File: config.mk
export PLATFORM = sky130hd
export DESIGN_NAME = three_rotor_reflector_cipher
export DESIGN_NICKNAME = d
export VERILOG_FILES = /design/src/rtl/core/trrc_pkg.sv /design/src/rtl/core/trrc_fifo.sv /design/src/rtl/core/trrc_front.sv /design/src/rtl/core/trrc_back.sv /design/src/rtl/core/three_rotor_reflector_cipher.sv
export VERILOG_INCLUDE_DIRS = /design/src /design/src/rtl/core
export SDC_FILE = /design/constraint.sdc
export NUM_CORES = 1
export LEC_CHECK = 0
export BUFFER_PORTS_ARGS = -buffer_cell sky130_fd_sc_hd__buf_2
export CAP_MARGIN = 20
export CORE_MARGIN = 4
export CORE_UTILIZATION = 25
export CTS_BUF_LIST = sky130_fd_sc_hd__clkbuf_4 sky130_fd_sc_hd__clkbuf_8
export DETAILED_ROUTE_END_ITERATION = 12
export GPL_TIMING_DRIVEN = 0
export SLEW_MARGIN = 10
export SYNTH_ARGS = -nofsm -noshare
export SYNTH_HDL_FRONTEND = slang
export SYNTH_HIERARCHICAL = 1
export SYNTH_SLANG_ARGS = --single-unit
File: constraint.sdc
create_clock -name clk -period 27.1 [get_ports clk]
set_input_delay 0 -clock clk [delete_from_list [all_inputs] [get_ports clk]]
set_output_delay 0 -clock clk [all_outputs]
set_load 0.01 [all_outputs]
File: src/rtl/core/three_rotor_reflector_cipher_defines.svh
// Assertion macros shared by the cipher RTL.
// Both expect a clock named clk and a synchronous reset named rst in scope.
`ifndef THREE_ROTOR_REFLECTOR_CIPHER_DEFINES_SVH
`define THREE_ROTOR_REFLECTOR_CIPHER_DEFINES_SVH

`ifndef SYNTHESIS
`define TRRC_ASSERT(lbl, prop, msg) \
  lbl: assert property (@(posedge clk) disable iff (rst) prop) else $error(msg);
`define TRRC_NEVER(lbl, cond, msg) \
  `TRRC_ASSERT(lbl, !(cond), msg)
`else
`define TRRC_ASSERT(lbl, prop, msg)
`define TRRC_NEVER(lbl, cond, msg)
`endif

`endif

File: src/rtl/core/trrc_pkg.sv
`default_nettype none

package trrc_pkg;

  localparam int LETTERS     = 26;
  localparam int TURN_RIGHT  = 17;  // R
  localparam int TURN_MIDDLE = 22;  // W
  localparam int QUEUE_DEPTH = 4;

  localparam logic KIND_LETTER = 1'b0;
  localparam logic KIND_RELOAD = 1'b1;

  localparam logic [1:0] REG_LEFT_START   = 2'd0;
  localparam logic [1:0] REG_MIDDLE_START = 2'd1;
  localparam logic [1:0] REG_RIGHT_START  = 2'd2;

  typedef logic [4:0] letter_t;

  typedef struct packed {
    letter_t left;
    letter_t middle;
    letter_t right;
  } pos_t;

  typedef struct packed {
    letter_t letter;
    pos_t    pos;
  } job_t;

  localparam letter_t WIRE_RIGHT [LETTERS] = '{
    5'd9, 5'd0, 5'd12, 5'd19, 5'd20, 5'd3, 5'd5, 5'd17, 5'd21, 5'd4, 5'd13, 5'd22, 5'd1,
    5'd2, 5'd11, 5'd7, 5'd14, 5'd23, 5'd24, 5'd16, 5'd8, 5'd15, 5'd10, 5'd25, 5'd6, 5'd18};
  localparam letter_t WIRE_MIDDLE [LETTERS] = '{
    5'd17, 5'd22, 5'd14, 5'd15, 5'd4, 5'd9, 5'd19, 5'd11, 5'd24, 5'd1, 5'd2, 5'd13, 5'd16,
    5'd6, 5'd0, 5'd8, 5'd7, 5'd21, 5'd12, 5'd18, 5'd5, 5'd23, 5'd10, 5'd3, 5'd25, 5'd20};
  localparam letter_t WIRE_LEFT [LETTERS] = '{
    5'd19, 5'd9, 5'd10, 5'd0, 5'd14, 5'd25, 5'd20, 5'd12, 5'd5, 5'd7, 5'd8, 5'd6, 5'd13,
    5'd21, 5'd2, 5'd18, 5'd11, 5'd24, 5'd1, 5'd3, 5'd15, 5'd16, 5'd4, 5'd22, 5'd17, 5'd23};
  localparam letter_t WIRE_REFL [LETTERS] = '{
    5'd16, 5'd24, 5'd7, 5'd14, 5'd6, 5'd13, 5'd4, 5'd2, 5'd21, 5'd15, 5'd20, 5'd25, 5'd19,
    5'd5, 5'd3, 5'd9, 5'd0, 5'd23, 5'd22, 5'd12, 5'd10, 5'd8, 5'd18, 5'd17, 5'd1, 5'd11};

  // Inverse wirings for the return path.
  localparam letter_t INV_RIGHT [LETTERS] = '{
    5'd1, 5'd12, 5'd13, 5'd5, 5'd9, 5'd6, 5'd24, 5'd15, 5'd20, 5'd0, 5'd22, 5'd14, 5'd2,
    5'd10, 5'd16, 5'd21, 5'd19, 5'd7, 5'd25, 5'd3, 5'd4, 5'd8, 5'd11, 5'd17, 5'd18, 5'd23};
  localparam letter_t INV_MIDDLE [LETTERS] = '{
    5'd14, 5'd9, 5'd10, 5'd23, 5'd4, 5'd20, 5'd13, 5'd16, 5'd15, 5'd5, 5'd22, 5'd7, 5'd18,
    5'd11, 5'd2, 5'd3, 5'd12, 5'd0, 5'd19, 5'd6, 5'd25, 5'd17, 5'd1, 5'd21, 5'd8, 5'd24};
  localparam letter_t INV_LEFT [LETTERS] = '{
    5'd3, 5'd18, 5'd14, 5'd19, 5'd22, 5'd8, 5'd11, 5'd9, 5'd10, 5'd1, 5'd2, 5'd16, 5'd7,
    5'd12, 5'd4, 5'd20, 5'd21, 5'd24, 5'd15, 5'd0, 5'd6, 5'd13, 5'd23, 5'd25, 5'd17, 5'd5};

  // Reduce a value below three times the alphabet size.
  function automatic letter_t mod26(input logic [5:0] v);
    logic [5:0] r;
    r = v;
    if (r >= 6'(2 * LETTERS)) begin
      r = r - 6'(2 * LETTERS);
    end else if (r >= 6'(LETTERS)) begin
      r = r - 6'(LETTERS);
    end
    return r[4:0];
  endfunction

  function automatic letter_t add26(input letter_t x, input letter_t p);
    return mod26({1'b0, x} + {1'b0, p});
  endfunction

  // Both operands below 26; wraps mod 32 in the intermediate, result stays below 26.
  function automatic letter_t sub26(input letter_t k, input letter_t p);
    return (k >= p) ? letter_t'(k - p) : letter_t'(k + 5'(LETTERS) - p);
  endfunction

  function automatic letter_t inc26(input letter_t p);
    return (p == 5'(LETTERS - 1)) ? '0 : letter_t'(p + 5'd1);
  endfunction

  function automatic letter_t fold26(input letter_t v);
    return (v >= 5'(LETTERS)) ? letter_t'(v - 5'(LETTERS)) : v;
  endfunction

endpackage

`default_nettype wire

File: src/rtl/core/trrc_fifo.sv
`default_nettype none
`include "three_rotor_reflector_cipher_defines.svh"

module trrc_fifo #(
  parameter int DEPTH = trrc_pkg::QUEUE_DEPTH
) (
  input  wire logic          clk,
  input  wire logic          rst,
  input  wire logic          wr_en,
  input  wire trrc_pkg::job_t wr_data,
  output      logic          full,
  input  wire logic          rd_en,
  output      trrc_pkg::job_t rd_data,
  output      logic          empty
);

  localparam int AW = (DEPTH > 1) ? $clog2(DEPTH) : 1;
  localparam int CW = $clog2(DEPTH + 1);

  trrc_pkg::job_t mem [DEPTH];
  logic [AW-1:0]  wr_ptr;
  logic [AW-1:0]  rd_ptr;
  logic [CW-1:0]  count;

  assign full    = (count == CW'(DEPTH));
  assign empty   = (count == '0);
  assign rd_data = mem[rd_ptr];

  always_ff @(posedge clk) begin
    if (wr_en) begin
      mem[wr_ptr] <= wr_data;
    end
  end

  always_ff @(posedge clk) begin
    if (rst) begin
      wr_ptr <= '0;
      rd_ptr <= '0;
      count  <= '0;
    end else begin
      if (wr_en) begin
        wr_ptr <= (wr_ptr == AW'(DEPTH - 1)) ? '0 : AW'(wr_ptr + 1'b1);
      end
      if (rd_en) begin
        rd_ptr <= (rd_ptr == AW'(DEPTH - 1)) ? '0 : AW'(rd_ptr + 1'b1);
      end
      count <= CW'(count + CW'(wr_en) - CW'(rd_en));
    end
  end

  `TRRC_NEVER(fifo_count_bound, count > CW'(DEPTH), "queue count above depth")

endmodule

`default_nettype wire

File: src/rtl/core/trrc_front.sv
`default_nettype none
`include "three_rotor_reflector_cipher_defines.svh"

module trrc_front (
  input  wire logic            clk,
  input  wire logic            rst,
  input  wire trrc_pkg::pos_t  start,
  input  wire logic            push,
  input  wire logic            kind,
  input  wire trrc_pkg::letter_t letter_in,
  input  wire logic            q_full,
  output      logic            q_wr,
  output      trrc_pkg::job_t  q_data
);

  trrc_pkg::pos_t pos;
  trrc_pkg::pos_t pos_next;
  trrc_pkg::pos_t stepped;
  logic           accept;

  assign accept = push && !q_full;

  // Right rotor always steps; carry to the middle at R, to the left at W.
  always_comb begin
    stepped       = pos;
    stepped.right = trrc_pkg::inc26(pos.right);
    if (stepped.right == 5'(trrc_pkg::TURN_RIGHT)) begin
      stepped.middle = trrc_pkg::inc26(pos.middle);
      if (stepped.middle == 5'(trrc_pkg::TURN_MIDDLE)) begin
        stepped.left = trrc_pkg::inc26(pos.left);
      end
    end
  end

  always_comb begin
    pos_next = pos;
    if (accept) begin
      if (kind == trrc_pkg::KIND_RELOAD) begin
        pos_next.left   = trrc_pkg::fold26(start.left);
        pos_next.middle = trrc_pkg::fold26(start.middle);
        pos_next.right  = trrc_pkg::fold26(start.right);
      end else begin
        pos_next = stepped;
      end
    end
  end

  assign q_wr          = accept && (kind == trrc_pkg::KIND_LETTER);
  assign q_data.letter = letter_in;
  assign q_data.pos    = stepped;

  always_ff @(posedge clk) begin
    if (rst) begin
      pos <= '0;
    end else begin
      pos <= pos_next;
    end
  end

  `TRRC_NEVER(front_pos_range, (pos.right >= 5'(trrc_pkg::LETTERS)) || (pos.middle >= 5'(trrc_pkg::LETTERS)) || (pos.left >= 5'(trrc_pkg::LETTERS)), "rotor position out of range")
  `TRRC_ASSERT(front_right_steps, q_wr |=> (pos.right == trrc_pkg::inc26($past(pos.right))), "right rotor did not step")
  `TRRC_ASSERT(front_left_hold, (q_wr && (stepped.middle != 5'(trrc_pkg::TURN_MIDDLE))) |=> (pos.left == $past(pos.left)), "left rotor stepped without carry")

endmodule

`default_nettype wire

File: src/rtl/core/trrc_back.sv
`default_nettype none
`include "three_rotor_reflector_cipher_defines.svh"

module trrc_back (
  input  wire logic              clk,
  input  wire logic              rst,
  input  wire logic              q_empty,
  input  wire trrc_pkg::job_t    q_data,
  output      logic              q_rd,
  output      logic              empty,
  input  wire logic              pop,
  output      trrc_pkg::letter_t letter_out
);

  logic              s1_valid;
  trrc_pkg::letter_t s1_refl;
  trrc_pkg::pos_t    s1_pos;
  logic              out_valid;
  logic              out_free;
  logic              s1_free;
  trrc_pkg::letter_t fwd_r;
  trrc_pkg::letter_t fwd_m;
  trrc_pkg::letter_t fwd_l;
  trrc_pkg::letter_t refl;
  trrc_pkg::letter_t bwd_l;
  trrc_pkg::letter_t bwd_m;
  trrc_pkg::letter_t bwd_r;

  assign out_free = !out_valid || pop;
  assign s1_free  = !s1_valid || out_free;
  assign q_rd     = !q_empty && s1_free;
  assign empty    = !out_valid;

  // Forward path and reflector.
  assign fwd_r = trrc_pkg::WIRE_RIGHT[trrc_pkg::add26(q_data.letter, q_data.pos.right)];
  assign fwd_m = trrc_pkg::WIRE_MIDDLE[trrc_pkg::add26(fwd_r, q_data.pos.middle)];
  assign fwd_l = trrc_pkg::WIRE_LEFT[trrc_pkg::add26(fwd_m, q_data.pos.left)];
  assign refl  = trrc_pkg::WIRE_REFL[fwd_l];

  // Return path.
  assign bwd_l = trrc_pkg::sub26(trrc_pkg::INV_LEFT[s1_refl], s1_pos.left);
  assign bwd_m = trrc_pkg::sub26(trrc_pkg::INV_MIDDLE[bwd_l], s1_pos.middle);
  assign bwd_r = trrc_pkg::sub26(trrc_pkg::INV_RIGHT[bwd_m], s1_pos.right);

  always_ff @(posedge clk) begin
    if (rst) begin
      s1_valid  <= 1'b0;
      out_valid <= 1'b0;
    end else begin
      if (s1_free) begin
        s1_valid <= !q_empty;
      end
      if (out_free) begin
        out_valid <= s1_valid;
      end
    end
  end

  always_ff @(posedge clk) begin
    if (q_rd) begin
      s1_refl <= refl;
      s1_pos  <= q_data.pos;
    end
    if (s1_valid && out_free) begin
      letter_out <= bwd_r;
    end
  end

  `TRRC_ASSERT(back_s1_hold, (s1_valid && !out_free) |=> (s1_valid && $stable(s1_refl)), "stalled stage lost its letter")

endmodule

`default_nettype wire

File: src/rtl/core/three_rotor_reflector_cipher.sv
`default_nettype none
// Three-rotor reflector cipher, one letter per cycle while pop keeps the result channel from stalling.
// Input channel (push/full): each transaction carries kind and letter_in. A letter
//   transaction (kind 0) steps the rotors and yields one enciphered letter; a reload
//   transaction (kind 1) loads the rotor positions from the start registers and
//   yields nothing.
// Result channel (empty/pop): letter_out holds the oldest result while empty is low;
//   pop takes it.
// Configuration: APB-style writes to left_start (0x0), middle_start (0x4) and
//   right_start (0x8); starts above 25 are folded mod 26 on reload. Write them only
//   while the block is idle.
// Flow: an accepted letter is written into the queue, then passes the forward stage
//   (forward pass and reflector) and then the return stage into letter_out.
//   Throughput: one transaction per cycle while full is low, set by the rotor step
//   recurrence in the front end.
// Reset: rotor positions, start registers, queue and output clear to zero/empty.
// Stall: when the receiver holds pop low, the output stage and the middle stage
//   hold, the queue fills and full rises once it reaches its depth.

module three_rotor_reflector_cipher #(
  parameter int QUEUE_DEPTH = trrc_pkg::QUEUE_DEPTH
) (
  input  wire logic        clk,
  input  wire logic        rst,
  // configuration port
  input  wire logic        psel,
  input  wire logic        penable,
  input  wire logic        pwrite,
  input  wire logic [3:0]  paddr,
  input  wire logic [31:0] pwdata,
  output      logic [31:0] prdata,
  output      logic        pready,
  // input channel
  input  wire logic        push,
  output      logic        full,
  input  wire logic        kind,
  input  wire logic [4:0]  letter_in,
  // result channel
  output      logic        empty,
  input  wire logic        pop,
  output      logic [4:0]  letter_out
);

  trrc_pkg::pos_t start;
  logic [1:0]     reg_idx;
  logic           cfg_wr;
  logic           q_wr;
  trrc_pkg::job_t q_wdata;
  logic           q_full;
  logic           q_rd;
  trrc_pkg::job_t q_rdata;
  logic           q_empty;

  // Register file: word index from the address; pready is tied high, so there are no wait states.
  assign reg_idx = paddr[3:2];
  assign cfg_wr  = psel && penable && pwrite && pready;
  assign pready  = 1'b1;

  always_ff @(posedge clk) begin
    if (rst) begin
      start <= '0;
    end else if (cfg_wr) begin
      unique case (reg_idx)
        trrc_pkg::REG_LEFT_START:   start.left   <= pwdata[4:0];
        trrc_pkg::REG_MIDDLE_START: start.middle <= pwdata[4:0];
        trrc_pkg::REG_RIGHT_START:  start.right  <= pwdata[4:0];
        default: ;  // drop writes past the last register
      endcase
    end
  end

  always_comb begin
    unique case (reg_idx)
      trrc_pkg::REG_LEFT_START:   prdata = {27'd0, start.left};
      trrc_pkg::REG_MIDDLE_START: prdata = {27'd0, start.middle};
      trrc_pkg::REG_RIGHT_START:  prdata = {27'd0, start.right};
      default:                    prdata = '0;
    endcase
  end

  // Front end: accept, step or reload the rotors, tag each letter with its positions.
  trrc_front u_front (
    .clk       (clk),
    .rst       (rst),
    .start     (start),
    .push      (push),
    .kind      (kind),
    .letter_in (letter_in),
    .q_full    (q_full),
    .q_wr      (q_wr),
    .q_data    (q_wdata)
  );

  assign full = q_full;

  // Decoupling queue between the stepping front end and the lookup back end.
  trrc_fifo #(
    .DEPTH (QUEUE_DEPTH)
  ) u_fifo (
    .clk     (clk),
    .rst     (rst),
    .wr_en   (q_wr),
    .wr_data (q_wdata),
    .full    (q_full),
    .rd_en   (q_rd),
    .rd_data (q_rdata),
    .empty   (q_empty)
  );

  // Back end: forward pass and reflector, then return pass into the output register.
  trrc_back u_back (
    .clk        (clk),
    .rst        (rst),
    .q_empty    (q_empty),
    .q_data     (q_rdata),
    .q_rd       (q_rd),
    .empty      (empty),
    .pop        (pop),
    .letter_out (letter_out)
  );

endmodule

`default_nettype wire
==> flow_summary.ini, run 1 <==
[finish]
antenna_cells = 0
finish.net_count = 1412
area_of_combinational_cells_with_multiple_inputs_um2 = 6740
area_growth_syn_to_layout_pct = 13.4
n_fill_cell = 4712
regArea_um2 = 3970
final_layout_size_suffix_gt1_share_pct = 13.8

[yosys]
synth_seq_cells = 146
netlist_area_um2 = 11500
synthMostInstantiatedCell = sky130_fd_sc_hd__ha_1
yosys.cell_types.count = 92
postSynthAreaPerCell_um2 = 10.1
netlist_top_cells_count = sky130_fd_sc_hd__ha_1, sky130_fd_sc_hd__edfxtp_1, sky130_fd_sc_hd__inv_1, sky130_fd_sc_hd__nand2_1, sky130_fd_sc_hd__nor2_1
synth_cells = 1139
yosys.area.top_type = sky130_fd_sc_hd__edfxtp_1
number_of_enable_flip_flop_cells_after_synthesis = 105
synth.area.top_cells = sky130_fd_sc_hd__edfxtp_1, sky130_fd_sc_hd__ha_1, sky130_fd_sc_hd__dfxtp_1, sky130_fd_sc_hd__mux2i_1, sky130_fd_sc_hd__mux4_2
ys_dominant_reg_cell = sky130_fd_sc_hd__edfxtp_1
netlist.area_leader.share_pct = 27.5
synthesis.yosys.warnings = 6
async_flop_share_pct = 0
synth_seq_area_share_pct = 34.6

[hold_path]
source_of_the_worst_hold_timing_path = paddr[3]
hold_end = start[1]
hold_class = in2reg
worstHoldPathCells = 3

[cts]
clk_pin_slew_ns = 0.10
clock_tree.root_cell = sky130_fd_sc_hd__clkbuf_8
numCtsBuffers = 17
cts.sink_count = 146
cts-resized-gates = 0
clock_tree.buffer_depth = 2
tritoncts = done
htreeDepth = 4
post-cts-setup-buffer-count = 0
worst_skew_pair.late_latency_ns = 0.45

[global_routing]
globalRouteMet1Util_pct = 12.4
first_global_vias = 8326
groute.layer.met3.usage_pct = 1.59
number_of_antenna_violations_at_the_first_check_in_global_routing = 0
grt_use_met2_pct = 16.6
grt_start_max_net_pins = 25
wire_length_of_the_first_global_routing_pass_um = 40500
grt_usage_pct = 9.56
globalRoute.totalOverflow = 0
grt.busiest_layer = met2

[place]
pre_cts_slack_ns = 14.19
placement.io_buffers = 24
gp_routability_congestion = 0.829
place.detailed.hpwl_um = 17800

[timing]
hold_viol = 0
min_period_ns = 13.11
setup_slack_ns = 13.99
fmax_mhz = 76.3
rsz0062_at_grt = no
final.setup_skew_ns = 0.0167
slew_headroom_pct = 29.5
setup-violations-final = 0
layout_worst_path_cycle_share_pct = 48.4
setup-tns-final_ns = 0
final-max-slew-violation-count = 0
max_slew.worst_pin.slew_ns = 1.06

[floorplan]
design.core.area_um2 = 45400
initial_core_util_pct = 25.3
row_count = 78
die_h_um = 222
fp.dieArea_um2 = 49400
top_level_ports = 89
chipWidth_um = 222

[critical_path]
worst_ep_required_time_ns = 27.30
cp_num_buf_inv = 10
setup.worst_path.start_class = register
crit-reg2reg-capture = u_back/s1_refl[3]
setup.worst_path.class = reg2reg
worstPathMaxFanout = 10
critical_path.top_delay_family = compound AO/OA/AOI/OAI gates
cpMaxStageDelayCell = sky130_fd_sc_hd__o31ai_2
timing.critical_path.slowest_cell_delay_ns = 0.58
end_kind = register
path_common_cell = sky130_fd_sc_hd__ha_1
worstPathArrival_ns = 13.31
reg2regPathDepth = 52
regToRegSetupSlack_ns = 13.99

[detailed_routing]
vias = 8459
routed_wirelength_um = 23700
detailedRoute.firstIterationViolations = 524
post_drt_wl_per_cell_um = 12.9
drc_errors = 0
detail_route.first_pass.iterations = 5
routed_via_density = 4.60
post_route_antenna_net_violation_count = 0

[status]
status = complete, no violations

[job]
maxCapViolCount = 0
==> worst max path at each step <==
stage                              to  cells past startpoint
global placement    u_back/s1_refl[3]                     52
floorplan           u_back/s1_refl[3]                     52
CTS                 u_back/s1_refl[3]                     52
finish              u_back/s1_refl[3]                     52
global route        u_back/s1_refl[3]                     52
detailed placement  u_back/s1_refl[3]                     52
==> area by class of cell <==
type	instances	share of cell area, %
flip-flops and latches	146	30.5
multi-input cells	837	51.8
well taps	600	5.77
plain buffers	74	3.59
repair buffers	43	2.46
clock inverters	15	0.990
inverters	108	3.11
clock buffers	17	1.80
==> timing repair <==
| action | 4_1_cts | 5_1_grt |
|---|---|---|
| endpoints found under the hold margin | 46 | 0 |
| hold buffers | 17 | 0 |
| setup endpoints to repair | 0 | 0 |
==> worst register-to-register path: cells and delay by family (launching register included) <==
kind	cells	cell delay, ns
compound gates	19	4.41
xor+xnor	4	1.58
fa+ha+maj	11	2.93
buf+inv	10	1.81
flops	1	0.37
mux	4	1.17
simple gates	4	0.59
==> stage by stage <==
| step | util [%] | hold slack [ns] | std cells | instance area [µm²] |
|---|---|---|---|---|
| 2_1_floorplan | - | 0.0691 | 1165 | 11600 |
| 3_3_place_gp | 27.4 | 0.203 | 1789 | 12400 |
| 3_5_place_dp | 27.4 | 0.211 | 1789 | 12500 |
| 4_1_cts | 28.6 | 0.0454 | 1838 | 13000 |
| 5_1_grt | 28.7 | 0.0637 | 1840 | 13000 |
| 6_report | 28.7 | 0.0830 | 1840 | 13000 |
==> layer usage <==
metal  vias up  wire length, µm
met5         -                0
met4         0              272
met3        16              692
met2       159            11700
met1      4041            11000
li1       4243                -
==> cell usage in the layout (no fill, tap or decap), drive strengths merged, types with 42 or more instances in the layout <==
| cell type | count |
|---|---|
| ha | 123 |
| edfxtp | 105 |
| o21ai | 70 |
| clkbuf | 42 |
| a21oi | 61 |
| nor2 | 66 |
| inv | 112 |
| mux2i | 54 |
| nand2 | 64 |
| buf | 75 |
==> logic make-up after synthesis <==
group | Yosys count | share of synthesized area, %
XOR/XNOR | 40 | 3.25
buffers and inverters | 182 | 7.61
other | 2 | 0.0654
multiplexers | 88 | 10.3
AND/OR/NAND/NOR | 260 | 11.5
flip-flops | 146 | 34.6
adder cells (fa/ha/maj) | 136 | 15.7
AO/OA/AOI/OAI | 285 | 17.0
==> sequential cells by signal (all words and copies together), names as in the netlist, named ones only <==
name and count:
start 15, u_back/letter_out 5, u_back/s1_pos 15, u_fifo/rd_ptr 2
u_fifo/mem 80, u_back/out_valid 1, u_back/s1_valid 1, u_fifo/wr_ptr 2
u_fifo/count 3, u_front/pos 15, u_back/s1_refl 5
Power of run 1 is not shown: default switching activity piles up to over one toggle a cycle in this logic, so the estimate is an artifact.
==> run 2: changes to the inputs <==
ABC_AREA = 1   (was default)
clock period = 13.5 ns   (was 27.1 ns; I/O delays follow)
==> flow_summary.ini, run 2 <==
[floorplan]
chipWidth_um = 225
design.core.area_um2 = 46600
row_count = 79
die_h_um = 225
fp.dieArea_um2 = 50500
initial_core_util_pct = 25.2
top_level_ports = 89

[critical_path]
worstPathArrival_ns = 11.14
critical_path.top_delay_family = adder cells
setup.worst_path.class = reg2reg
end_kind = register
regToRegSetupSlack_ns = 2.58
crit-reg2reg-capture = u_back/s1_refl[1]
setup.worst_path.start_class = register
timing.critical_path.slowest_cell_delay_ns = 0.41
worstPathMaxFanout = 10
worst_ep_required_time_ns = 13.72
path_common_cell = sky130_fd_sc_hd__nand2_1
reg2regPathDepth = 68
cp_num_buf_inv = 13
cpMaxStageDelayCell = sky130_fd_sc_hd__dfxtp_1

[finish]
most_used_cells_in_the_layout_excluding_fill_and_tap_cells = sky130_fd_sc_hd__nand2_1, sky130_fd_sc_hd__inv_1, sky130_fd_sc_hd__ha_1
finish.net_count = 1755
final_common_cell = sky130_fd_sc_hd__nand2_1
largest_register_ffs = 80
n_fill_cell = 4881
largest-register = u_fifo/mem
area_of_combinational_cells_with_multiple_inputs_um2 = 6460
regArea_um2 = 3970
final_layout_size_suffix_gt1_share_pct = 13.3
area_growth_syn_to_layout_pct = 13.3

[yosys]
yosys.cell_types.count = 58
yosys.area.top_type = sky130_fd_sc_hd__edfxtp_1
ys_dominant_reg_cell = sky130_fd_sc_hd__edfxtp_1
postSynthAreaPerCell_um2 = 7.95
synth_cells = 1478
async_flop_share_pct = 0
netlist_area_um2 = 11800
netlist.area_leader.share_pct = 26.8
synth_seq_area_share_pct = 33.8
synthMostInstantiatedCell = sky130_fd_sc_hd__nand2_1
netlist_top_cells_count = sky130_fd_sc_hd__nand2_1, sky130_fd_sc_hd__inv_1, sky130_fd_sc_hd__ha_1, sky130_fd_sc_hd__edfxtp_1, sky130_fd_sc_hd__nand3_1
number_of_enable_flip_flop_cells_after_synthesis = 105
synthesis.yosys.warnings = 6
synth.area.top_cells = sky130_fd_sc_hd__edfxtp_1, sky130_fd_sc_hd__ha_1, sky130_fd_sc_hd__nand2_1, sky130_fd_sc_hd__inv_1, sky130_fd_sc_hd__dfxtp_1
synth_seq_cells = 146

[detailed_routing]
routed.top_layer = met5
drc_errors = 0
post_drt_wl_per_cell_um = 11.2
met2WireLength_um = 12200
routed_wirelength_um = 24500
routed_via_density = 4.31
route.layer.met1.wl_um = 11300
route.met3.wl_um = 740
vias = 9452
detail_route.first_pass.iterations = 5
detailedRoute.firstIterationViolations = 583
post_route_antenna_net_violation_count = 0

[timing]
fmax_mhz = 91.6
setup-tns-final_ns = 0
slew_headroom_pct = 32.7
final.setup_skew_ns = 0.0128
final-max-slew-violation-count = 0
layout_worst_path_cycle_share_pct = 80.9
min_period_ns = 10.92
setup-violations-final = 0
hold_viol = 0
rsz0062_at_grt = no
max_slew.worst_pin.slew_ns = 1.01

[place]
placement.io_buffers = 26
place.detailed.hpwl_um = 18600
gp_routability_congestion = 0.831

[global_routing]
first_global_vias = 8990
number_of_antenna_violations_at_the_first_check_in_global_routing = 2
wire_length_of_the_first_global_routing_pass_um = 41200
grt_start_max_net_pins = 25
globalRoute.totalOverflow = 0
grt_usage_pct = 9.67

[hold_path]
hold_end = start[6]
source_of_the_worst_hold_timing_path = penable
worstHoldPathCells = 5
hold_class = in2reg

[cts]
htreeDepth = 4
numCtsBuffers = 17
cts.sink_count = 146
worst_skew_pair.late_latency_ns = 0.46
clock_tree.root_cell = sky130_fd_sc_hd__clkbuf_8
clock_tree.buffer_depth = 2
tritoncts = done
clk_pin_slew_ns = 0.09
cts-resized-gates = 0

[job]
maxCapViolCount = 0

[status]
status = complete, no violations
-- run 2: tightest hold or removal path, delay by kind of cell --
kind	cells	cell delay [ns]
simple gates	4	0.37
buf+inv	1	0.10
-- run 2: logic make-up (layout without fill, tap and decap cells) --
| group | Yosys count | after routing | share of synthesized area [%] |
|---|---|---|---|
| AO/OA/AOI/OAI | 249 | 249 | 12.9 |
| XOR/XNOR | 33 | 33 | 2.59 |
| adder cells (fa/ha/maj) | 136 | 136 | 15.3 |
| buffers and inverters | 319 | 398 | 12.1 |
| flip-flops | 146 | 146 | 33.8 |
| other | 2 | 29 | 0.0639 |
| AND/OR/NAND/NOR | 593 | 593 | 23.2 |
-- run 2: final cells by class --
cell class	instances	area share (%)
inverter	261	7.47
multi-input combinational	1039	48.5
buffer	58	3.19
tap	607	5.71
antenna	1	0.0188
sequential	146	29.9
clock buffer	17	1.76
timing repair buffer	47	2.56
clock inverter	15	0.931
-- run 2: worst max path at each step --
stage	depth (start not counted)	slack (ns)	endpoint	start
after floorplan	68	4.02	u_back/s1_refl[1]	register
after global placement	68	2.70	u_back/s1_refl[1]	register
after detailed placement	69	2.56	u_back/s1_refl[1]	register
after CTS	69	2.52	u_back/s1_refl[1]	register
after global routing	68	1.40	u_back/s1_refl[1]	register
final	68	2.58	u_back/s1_refl[1]	register
-- run 2: routing by layer --
metal	vias to the layer above	GRT usage [%]
li1	4967	-
met2	148	17.6
met4	2	2.69
met3	25	1.79
met5	-	0
met1	4310	11.7
-- run 2: per-stage QoR --
step           util, %  instance area, µm²  setup WS [ns]  hold slack (ns)  cells
2_1_floorplan        -               11900           4.02           0.0691   1504
3_3_place_gp      27.4               12700           2.70            0.204   2137
3_5_place_dp      27.4               12700           2.56            0.209   2137
4_1_cts           28.6               13300           2.52           0.0106   2190
5_1_grt           28.6               13300           1.40           0.0494   2191
6_report          28.6               13300           2.58           0.0453   2191
-- run 2: repair_timing --
item                                    in CTS  in global routing
buffers inserted                             0                  0
hold endpoints to repair                    49                  0
hold buffers                                21                  0
endpoints found under the setup margin       0                  0
Power of run 2 is left out for the same reason.
